**src/rtl/core/lmfls_pkg.sv**
```systemverilog
// Shared constants, types and helper functions of the LED matrix frame loader and scanner.
package lmfls_pkg;

    localparam int ROWS       = 8;
    localparam int HEADER_LEN = 7;
    localparam int ROW_W      = $clog2(ROWS);
    localparam int WROW_W     = $clog2(ROWS + 1);
    localparam int HDR_W      = $clog2(HEADER_LEN + 1);

    localparam logic [1:0] PH_HUNT = 2'd0;
    localparam logic [1:0] PH_LEN  = 2'd1;
    localparam logic [1:0] PH_DATA = 2'd2;

    localparam logic CFG_HEADER_VALUE = 1'b0;
    localparam logic CFG_SCAN_TICKS   = 1'b1;

    localparam logic OP_BYTE = 1'b0;
    localparam logic OP_TICK = 1'b1;

    localparam logic [7:0] RESET_HEADER_VALUE = 8'h00;
    localparam logic [7:0] RESET_SCAN_TICKS   = 8'd6;

    typedef logic [7:0] t_row_arr [ROWS];

    typedef struct packed {
        logic       done;
        logic [7:0] row_data;
    } t_parse_res;

    localparam logic [7:0] START_PATTERN [16] = '{
        8'h00, 8'h00, 8'h40, 8'h40, 8'h7E, 8'h40, 8'h40, 8'h00,
        8'h00, 8'h00, 8'h00, 8'h00, 8'h00, 8'h00, 8'h00, 8'h00
    };

    function automatic logic [7:0] start_row(input int idx);
        return START_PATTERN[idx % 16];
    endfunction

    function automatic logic [7:0] row_select(input logic [ROW_W-1:0] idx);
        logic [7:0] sel;
        sel = 8'hFF;
        if (int'(idx) < 8) begin
            sel = ~(8'h80 >> idx);
        end
        return sel;
    endfunction

endpackage

```
**src/rtl/core/lmfls_parser.sv**
```systemverilog
// Byte parser with header hunt, length capture and the frame buffer rows.
module lmfls_parser
    import lmfls_pkg::*;
(
    input  logic             i_clk,
    input  logic             i_rst_n,
    input  logic             i_step,
    input  logic [7:0]       i_byte,
    input  logic [7:0]       i_header_value,
    input  logic [ROW_W-1:0] i_rd_row,
    output t_parse_res       o_res
);

    logic [1:0]        r_phase,   n_phase;
    logic [HDR_W-1:0]  r_matched, n_matched;
    logic [7:0]        r_left,    n_left;
    logic [WROW_W-1:0] r_wrow,    n_wrow;
    t_row_arr          r_frame;
    logic              w_we;
    logic              w_done;
    logic [HDR_W:0]    w_match_inc;

    always_comb begin
        n_phase     = r_phase;
        n_matched   = r_matched;
        n_left      = r_left;
        n_wrow      = r_wrow;
        w_we        = 1'b0;
        w_done      = 1'b0;
        w_match_inc = {1'b0, r_matched} + 1'b1;
        unique case (r_phase)
            PH_HUNT: begin
                if (i_byte == i_header_value) begin
                    if (int'(w_match_inc) >= HEADER_LEN) begin
                        n_matched = '0;
                        n_phase   = PH_LEN;
                    end else begin
                        n_matched = w_match_inc[HDR_W-1:0];
                    end
                end else begin
                    n_matched = '0;
                end
            end
            PH_LEN: begin
                n_left = i_byte;
                n_wrow = '0;
                if (i_byte == 8'h00) begin
                    n_phase = PH_HUNT;
                    w_done  = 1'b1;
                end else begin
                    n_phase = PH_DATA;
                end
            end
            PH_DATA: begin
                if (int'(r_wrow) < ROWS) begin
                    w_we   = 1'b1;
                    n_wrow = r_wrow + 1'b1;
                end
                if (r_left != 8'h00) begin
                    n_left = r_left - 8'h01;
                end
                if (n_left == 8'h00) begin
                    n_phase   = PH_HUNT;
                    n_matched = '0;
                    w_done    = 1'b1;
                end
            end
            default: begin
                n_phase = PH_HUNT;
            end
        endcase
    end

    always_comb begin
        o_res.done = w_done;
        if (i_step && w_we && (r_wrow[ROW_W-1:0] == i_rd_row)) begin
            o_res.row_data = i_byte;
        end else begin
            o_res.row_data = r_frame[i_rd_row];
        end
    end

    always_ff @(posedge i_clk) begin
        if (!i_rst_n) begin
            r_phase   <= PH_HUNT;
            r_matched <= '0;
            r_left    <= '0;
            r_wrow    <= '0;
            for (int i = 0; i < ROWS; i++) begin
                r_frame[i] <= start_row(i);
            end
        end else if (i_step) begin
            r_phase   <= n_phase;
            r_matched <= n_matched;
            r_left    <= n_left;
            r_wrow    <= n_wrow;
            if (w_we) begin
                r_frame[r_wrow[ROW_W-1:0]] <= i_byte;
            end
        end
    end

endmodule

```
**src/rtl/core/lmfls_scanner.sv**
```systemverilog
// Row scan timer that counts ticks and advances the lit row.
module lmfls_scanner
    import lmfls_pkg::*;
(
    input  logic             i_clk,
    input  logic             i_rst_n,
    input  logic             i_tick,
    input  logic [7:0]       i_scan_ticks,
    output logic [ROW_W-1:0] o_row,
    output logic [ROW_W-1:0] o_next_row,
    output logic             o_advance
);

    logic [ROW_W-1:0] r_row;
    logic [7:0]       r_count;
    logic [8:0]       w_count_inc;
    logic [7:0]       w_limit;

    assign w_limit     = (i_scan_ticks == 8'h00) ? 8'h01 : i_scan_ticks;
    assign w_count_inc = {1'b0, r_count} + 9'd1;
    assign o_advance   = (w_count_inc >= {1'b0, w_limit});
    assign o_row       = r_row;
    assign o_next_row  = (int'(r_row) == ROWS - 1) ? '0 : r_row + 1'b1;

    always_ff @(posedge i_clk) begin
        if (!i_rst_n) begin
            r_row   <= '0;
            r_count <= '0;
        end else if (i_tick) begin
            if (o_advance) begin
                r_count <= '0;
                r_row   <= o_next_row;
            end else begin
                r_count <= w_count_inc[7:0];
            end
        end
    end

endmodule

```
**src/rtl/core/led_matrix_frame_loader_scanner.sv**
```systemverilog
// Top level of the LED matrix frame loader and row scanner.
//
// Items arrive on the s_axis channel: tuser is the operation (0 for a received
// serial byte, 1 for a timer tick) and tdata carries the received byte.
// Results leave on the m_axis channel: tdata holds the active-low row select in
// bits 7:0 and the row pixel byte in bits 15:8, and tuser is the frame done flag.
// A byte that completes a frame load gives one result with frame done set, and
// a tick that ends a row period gives one result for the next row.
// The configuration channel writes the header value (index 0) and the ticks per
// row (index 1) and is always ready; the user must write it only while the block
// is idle; the block does not enforce this. An item is registered on transfer
// and processed once the output register can accept. One item can be taken
// every cycle while the receiver keeps up; the single output register sets that
// figure. When the receiver stalls, the output register holds its result and the
// input register fills, after which s_axis_tready drops until the result leaves.
// Reset clears the parser, the scan row and the tick counter and loads the frame
// buffer with its start pattern.
module led_matrix_frame_loader_scanner
    import lmfls_pkg::*;
(
    input  logic        i_clk,
    input  logic        i_rst_n,
    input  logic        s_axis_tvalid,
    output logic        s_axis_tready,
    input  logic [7:0]  s_axis_tdata,   // rx_byte
    input  logic        s_axis_tuser,   // operation
    output logic        m_axis_tvalid,
    input  logic        m_axis_tready,
    output logic [15:0] m_axis_tdata,   // row_select, row_data
    output logic        m_axis_tuser,   // frame_done
    input  logic        i_cfg_valid,
    output logic        o_cfg_ready,
    input  logic        i_cfg_index,
    input  logic [7:0]  i_cfg_data
);

    logic             r_in_valid;
    logic             r_in_op;
    logic [7:0]       r_in_byte;
    logic [7:0]       r_header_value;
    logic [7:0]       r_scan_ticks;
    logic             r_out_valid;
    logic [7:0]       r_out_sel;
    logic [7:0]       r_out_data;
    logic             r_out_done;
    logic             w_step;
    logic             w_has_result;
    logic [ROW_W-1:0] w_scan_row;
    logic [ROW_W-1:0] w_next_row;
    logic [ROW_W-1:0] w_rd_row;
    logic             w_advance;
    t_parse_res       w_parse;

    assign w_step        = r_in_valid && (!r_out_valid || m_axis_tready);
    assign s_axis_tready = !r_in_valid || w_step;
    assign o_cfg_ready   = 1'b1;
    assign w_rd_row      = (r_in_op == OP_TICK) ? w_next_row : w_scan_row;
    assign w_has_result  = (r_in_op == OP_TICK) ? w_advance : w_parse.done;

    lmfls_parser u_parser (
        .i_clk          (i_clk),
        .i_rst_n        (i_rst_n),
        .i_step         (w_step && (r_in_op == OP_BYTE)),
        .i_byte         (r_in_byte),
        .i_header_value (r_header_value),
        .i_rd_row       (w_rd_row),
        .o_res          (w_parse)
    );

    lmfls_scanner u_scanner (
        .i_clk        (i_clk),
        .i_rst_n      (i_rst_n),
        .i_tick       (w_step && (r_in_op == OP_TICK)),
        .i_scan_ticks (r_scan_ticks),
        .o_row        (w_scan_row),
        .o_next_row   (w_next_row),
        .o_advance    (w_advance)
    );

    always_ff @(posedge i_clk) begin
        if (!i_rst_n) begin
            r_header_value <= RESET_HEADER_VALUE;
            r_scan_ticks   <= RESET_SCAN_TICKS;
        end else if (i_cfg_valid && o_cfg_ready) begin
            unique case (i_cfg_index)
                CFG_HEADER_VALUE: r_header_value <= i_cfg_data;
                CFG_SCAN_TICKS:   r_scan_ticks   <= i_cfg_data;
                default:          r_scan_ticks   <= r_scan_ticks;
            endcase
        end
    end

    always_ff @(posedge i_clk) begin
        if (!i_rst_n) begin
            r_in_valid <= 1'b0;
        end else if (s_axis_tready) begin
            r_in_valid <= s_axis_tvalid;
        end
    end

    always_ff @(posedge i_clk) begin
        if (s_axis_tvalid && s_axis_tready) begin
            r_in_op   <= s_axis_tuser;
            r_in_byte <= s_axis_tdata;
        end
    end

    always_ff @(posedge i_clk) begin
        if (!i_rst_n) begin
            r_out_valid <= 1'b0;
        end else if (w_step && w_has_result) begin
            r_out_valid <= 1'b1;
        end else if (m_axis_tready) begin
            r_out_valid <= 1'b0;
        end
    end

    always_ff @(posedge i_clk) begin
        if (w_step && w_has_result) begin
            r_out_sel  <= row_select(w_rd_row);
            r_out_data <= w_parse.row_data;
            r_out_done <= (r_in_op == OP_BYTE);
        end
    end

    assign m_axis_tvalid = r_out_valid;
    assign m_axis_tdata  = {r_out_data, r_out_sel};
    assign m_axis_tuser  = r_out_done;

    a_result_loaded: assert property (@(posedge i_clk) disable iff (!i_rst_n)
        (w_step && w_has_result) |=> m_axis_tvalid)
        else $error("processed item with a result did not load the output register");

    a_row_moves_on_tick: assert property (@(posedge i_clk) disable iff (!i_rst_n)
        (w_scan_row != $past(w_scan_row)) |-> $past(w_step && (r_in_op == OP_TICK)))
        else $error("scan row changed without a processed tick");

    a_one_row_lit: assert property (@(posedge i_clk) disable iff (!i_rst_n)
        m_axis_tvalid |-> ($countones(~m_axis_tdata[7:0]) == 1))
        else $error("row select does not drive exactly one row line");

    a_tick_not_done: assert property (@(posedge i_clk) disable iff (!i_rst_n)
        (w_step && w_has_result && (r_in_op == OP_TICK)) |=> !m_axis_tuser)
        else $error("tick result flagged as frame done");

endmodule

```
**config.mk**
```make
export PLATFORM = sky130hd
export DESIGN_NAME = led_matrix_frame_loader_scanner
export DESIGN_NICKNAME = d
export VERILOG_FILES = /design/src/rtl/core/lmfls_pkg.sv /design/src/rtl/core/lmfls_parser.sv /design/src/rtl/core/lmfls_scanner.sv /design/src/rtl/core/led_matrix_frame_loader_scanner.sv
export SDC_FILE = /design/constraint.sdc
export NUM_CORES = 1
export LEC_CHECK = 0
export BUFFER_PORTS_ARGS = -buffer_cell sky130_fd_sc_hd__buf_2
export CORE_MARGIN = 2
export CORE_UTILIZATION = 30
export DETAILED_ROUTE_END_ITERATION = 10
export GPL_TIMING_DRIVEN = 0
export SYNTH_ARGS = -nofsm -noshare
export SYNTH_HDL_FRONTEND = slang
export SYNTH_SLANG_ARGS = --single-unit
```
**constraint.sdc**
```tcl
create_clock -name i_clk -period 3 [get_ports i_clk]
set_input_delay 0.6 -clock i_clk [delete_from_list [all_inputs] [get_ports i_clk]]
set_output_delay 0.6 -clock i_clk [all_outputs]
set_load 0.05 [all_outputs]
```
Word-level counts from Yosys, hierarchy flattened
Memory sizes are Yosys's and may differ from the RTL's.
Index checks and enable logic that the tools add are counted.
- eq/ne operators: 9
- $add $sub $neg: 5
- multiplexer cells: 35
- shift operators: 1
- order comparisons: 3
- bitwise operators: 3
- reductions and logical operators: 27
- operator list (operator ; count):
    8-bit two-way mux ; 6
    8-bit logical NOT ; 3
    3-bit two-way mux ; 6
    8-bit one-hot mux with 2 select lines ; 1
    1-bit two-way mux ; 13
    8-bit by 1-bit adder with 9-bit output (second input constant) ; 1
    9-bit by 8-bit greater-or-equal comparator with 1-bit output ; 1
    8-bit equality test ; 1
    2-bit two-way mux ; 4
    2-bit by 1-bit != test with 1-bit output (second input constant) ; 4
    8-bit inverter ; 1
    4-bit one-hot mux with 2 select lines ; 1
    2-bit AND reduction ; 4
    8-bit nonzero test ; 1
    8-bit OR reduction ; 1
    8-bit by 3-bit >> shifter with 8-bit output (first input constant) ; 1
    8-bit by 1-bit subtractor with 8-bit output (second input constant) ; 1
    1-bit logical AND ; 7
    2-bit one-hot mux with 3 select lines ; 1
    3-bit one-hot mux with 2 select lines ; 1
    3-bit AND reduction ; 2
    2-bit nonzero test ; 3
    3-bit by 1-bit adder with 4-bit output (second input constant) ; 1
    4-bit by 1-bit adder with 4-bit output (second input constant) ; 1
    other kinds (14) ; 17
- input port bits: 23
- bits in registers: 72
- memories: 1
- memory bits (writable): 64
- word-level logic and storage cells: 99
- output and inout port bits: 20
- memories (name ; depth ; width ; rd ports ; clocked after Yosys merged registers in ; write ports ; RTL line ; source):
    u_parser.r_frame ; 8 ; 8 ; 1 ; 0 ; 8 ; lmfls_parser.sv:18 ; t_row_arr r_frame;

Logic depth before layout (Yosys ltp)
- depth in word-level cells: 9
- mapped depth: 11
- gate-level depth less buffers: 11

By module
From an unflattened synthesis, not the netlist that was laid out.
- cells, all modules: 603
- area total of the unflattened synthesis: 6845.3 µm²
- modules (own cells, without submodules) (module ; cells an instance ; sequential area each (µm²) ; times used ; area each (µm²)):
    lmfls_parser ; 382 ; 2262.2 ; 1 ; 4332.9
    led_matrix_frame_loader_scanner ; 124 ; 1141.1 ; 1 ; 1640.3
    lmfls_scanner ; 97 ; 220.2 ; 1 ; 872.1

Least setup slack after synthesis
No wires, ideal clock.
- kind: register to register
- start: reg u_scanner.r_count[0]
- end: reg r_out_done, in the netlist m_axis_tuser, enable pin
- setup time: 0.293 ns
- period minus slack after synthesis: 3.163 ns
- arrival time: 2.870 ns
- cell stages (with the launch flop): 12
- setup slack: -0.163 ns
- buffers on the path: 0
- required time: 2.707 ns
- path through: dfxtp_1 > ha_1 > nand3_1 > or2_2 > xnor2_1 > ha_1 > a21o_1 > a2bb2oi_1 > o211ai_1 > a21oi_1 > o21ai_0 > or2_2
- longest elaborated chain between the ends: 4
- ends and longest elaborated chain (what ; RTL line ; source):
    start: declaration ; lmfls_scanner.sv:15 ; logic [7:0] r_count;
    start signal: assignment ; lmfls_scanner.sv:34 ; r_count <= w_count_inc[7:0];
    8-bit by 1-bit adder with 9-bit output ; lmfls_scanner.sv:20 ; assign w_count_inc = {1'b0, r_count} + 9'd1;
    9-bit by 8-bit greater-or-equal comparator with 1-bit output ; lmfls_scanner.sv:21 ; assign o_advance = (w_count_inc >= {1'b0, w_limit});
    1-bit two-way mux ; led_matrix_frame_loader_scanner.sv:58 ; assign w_has_result = (r_in_op == OP_TICK) ? w_advance : w_parse.done;
    1-bit logical AND ; led_matrix_frame_loader_scanner.sv:119 ; if (w_step && w_has_result) begin
    end signal: assignment ; led_matrix_frame_loader_scanner.sv:122 ; r_out_done <= (r_in_op == OP_BYTE);
    end: declaration ; led_matrix_frame_loader_scanner.sv:45 ; logic r_out_done;
No other way between the ends.
A chain may end at the register's enable or synchronous reset.

==> results.json <==
{
  "synth_fp_nets": 701,
  "grt.overflow.total": 0,
  "ir_worst_vdd_uv": 411,
  "min_path_type": "input pin to register",
  "rows": 55,
  "finalClockSkew_ps": 13.2,
  "cap_viol_max_count": 0,
  "hold_buffers": 0,
  "die-area_mm2": 0.0241,
  "routabilityCongestion": 0.822,
  "grt_pass1_wl_um": 27600,
  "synth-adder-area-share_pct": 3.46,
  "synth_top_family_by_area": "simple AND/OR/NAND/NOR gates",
  "cp.arrival_ps": 2950,
  "numClockSinks": 136,
  "die_h_um": 155,
  "clockRootBuffer": "clkbuf_16",
  "port_buffers": 41,
  "path_class": "register to register",
  "totalWireLength_um": 17300,
  "syn-mean-instance-area_um2": 10.4,
  "yosysSeqAreaShare_pct": 52.8,
  "grt_pass1_vias": 5148,
  "io_pins": 43,
  "setup_viol": 0,
  "routedWlPerCell_um": 16.9,
  "synth.distinct_cells": 57,
  "synth_compound_area_share_pct": 12.1,
  "grt_usage_pct": 14.9,
  "via_per_inst": 5.11,
  "crit_path_start_kind": "register",
  "grt_max_degree": 17,
  "crit_fanout": 10,
  "fin_util_pct": 36.5,
  "maxSlewHeadroom_pct": 38.1,
  "dp.cells": 985,
  "status": "finished clean",
  "synth_top_area_share_pct": 39.4,
  "drtAntennaViolNets": 0,
  "vias": 5229,
  "clk_latency_ps": 430,
  "diodes": 0,
  "power_density_mw_per_mm2": 547,
  "syn2layout_area_growth_pct": 20.0,
  "cts_buffer_depth": 2,
  "cts_tree": "built",
  "syn-instance-count": 659,
  "synth_edf_count": 90,
  "ys.warnings.count": 0,
  "yosys.area.top_type": "edfxtp_1",
  "fmax_mhz": 349,
  "yosys.area_share.simple_pct": 17.6,
  "cts_made_buffers": 17,
  "dp_hpwl_um": 11900,
  "drive_gt1_share_pct": 19.1,
  "end_kind": "register",
  "die-width_um": 155,
  "p_leak_uw": 0.00305,
  "fin_nets": 768,
  "clk_pin_slew_ps": 60,
  "syn_area_mm2": 0.00686,
  "worstPathRequired_ps": 3090,
  "synth_async_sr_flop_share_pct": 0,
  "coreArea_mm2": 0.0226,
  "htreeDepth": 4,
  "maxSlewViolCount": 0,
  "ys.flop_type": "edfxtp_1",
  "drc": 0,
  "synth-xor-area-share_pct": 2.42,
  "fin_crit_ps": 2860,
  "start_util_pct": 30.4,
  "drt_iter0_markers": 464,
  "post-route-period-util_pct": 95.4,
  "ys_ff_latch": 136,
  "final_hold_viol_count": 0,
  "synth.area.top_cells": "edfxtp_1 (39%), dfxtp_1 (13%), mux2i_1 (4.4%), nand2_1 (3.7%), ha_1 (3.5%)",
  "worst_slew_pin_slew_ps": 928,
  "antenna_found_initial": 0,
  "synth_mux_area_share_pct": 7.33,
  "fin_cells": 1024,
  "dr.pass1.iters": 5,
  "rsz0062_at_grt": "true"
}
-- final timing paths --
check	from	to	slack, ps	depth (start not counted)
setup / recovery	r_in_op	u_parser.r_frame[3][7]	140	6
hold / removal	s_axis_tdata[1]	r_in_byte[1]	350	1
setup reg to reg	r_in_op	u_parser.r_frame[3][7]	140	6
hold reg to reg	r_scan_ticks[7]	r_scan_ticks[7]	460	2
-- sequential cells by signal, summed over array words and instances, names as in the netlist, 2 cells and up --
| name | flops |
|---|---|
| r_header_value | 8 |
| r_in_byte | 8 |
| r_out_data | 8 |
| r_out_sel | 8 |
| r_scan_ticks | 8 |
| u_parser.r_frame | 64 |
| u_parser.r_left | 8 |
| u_parser.r_matched | 3 |
| u_parser.r_phase | 2 |
| u_parser.r_wrow | 4 |
| u_scanner.o_row | 3 |
| u_scanner.r_count | 8 |
-- Yosys cell counts (3+ instances only) --
master,n
a21oi_1,30
nand2b_1,8
a211oi_1,4
nor4_1,13
a2bb2oi_1,3
o22ai_1,6
or3b_2,3
inv_1,20
nand3_1,18
dfxtp_1,46
or4_1,4
buf_4,3
clkbuf_1,37
and3_1,4
or2_2,4
ha_1,19
o21a_1,8
o211ai_1,20
xnor2_1,15
mux2_2,18
or3_1,4
nor3_1,28
nand2_1,68
xor2_1,4
a22oi_1,7
nand4_1,3
edfxtp_1,90
clkinv_1,5
nor2_1,39
and2_1,25
mux2i_1,30
o21ai_0,34
a21o_1,6
nand3b_1,4
-- layer usage --
metal  up-vias  track usage (%)  routed length, µm
li1       2540                -                  -
met1      2524             19.6               7990
met2       143             24.1               8170
met3        22             3.29                812
met4         0             5.24                319
met5         -                0                  0
-- logic make-up (layout without fill, tap and decap cells) --
kind of cell,after synthesis,after routing
AND/OR/NAND/NOR,237,239
flip-flops,136,136
AO/OA/AOI/OAI,130,130
buffers and inverters,69,147
multiplexers,48,48
adder cells (fa/ha/maj),19,19
XOR/XNOR,19,19
other,1,1
-- area by class of cell --
| class | count | area (µm²) |
|---|---|---|
| fillers | 2233 | 14300 |
| flip-flops and latches | 136 | 3630 |
| multi-input cells | 456 | 3100 |
| clock buffers | 18 | 429 |
| well taps | 285 | 357 |
| repair buffers | 47 | 250 |
| plain buffers | 43 | 195 |
| clock inverters | 14 | 173 |
| inverters | 25 | 93.8 |
-- critical path, stage by stage, from the launching register on --
cell and delay, ps:
edfxtp_1 540, inv_1 150, nand3_1 240, nor3b_2 400, nand3_1 400, buf_1 400, o21ai_4 400
-- what timing repair did --
| item | CTS | global route |
|---|---|---|
| buffers inserted | 5 | 1 |
| gates cloned | 2 | 0 |
| endpoints found under the setup margin | 85 | 92 |
| pin swaps | 2 | 5 |
| gates resized for setup | 24 | 18 |
-- per-stage QoR --
step           setup slack, ps  hold slack [ps]  area [µm²]  power [µW]  TNS (ps)
2_1_floorplan             99.0              436        6870        2280         0
3_3_place_gp              -690              449        7430        2380    -35900
3_5_place_dp              -743              456        7430        2380    -38290
4_1_cts                   19.0              340        8150        4520         0
5_1_grt                  -56.0              334        8230        4650     -1780
6_report                   138              349        8230        4510         0
-- cell usage in the layout, fill, tap and decap left out, drive strengths merged, types with 7 or more instances in the layout --
cell type and count:
edfxtp 90, nand2 68, clkbuf 55, buf 53
dfxtp 46, nor2 39, o21ai 35, a21oi 30
mux2i 30, nor3 29, and2 27, inv 23
o211ai 20, ha 19, mux2 18, nand3 18
xnor2 15, nor4 13, clkinv 11, o21a 8
nand2b 8, a22oi 7
-- power breakdown --
part           switching, µW  total, µW  leakage, µW  internal (µW)
combinational            178        275      0.00155           96.7
sequential              34.1       2080      0.00121           2050
clock                    836       2150     0.000291           1310
total                   1050       4510      0.00305           3460
No activity file was read; power rests on OpenSTA's default activity.
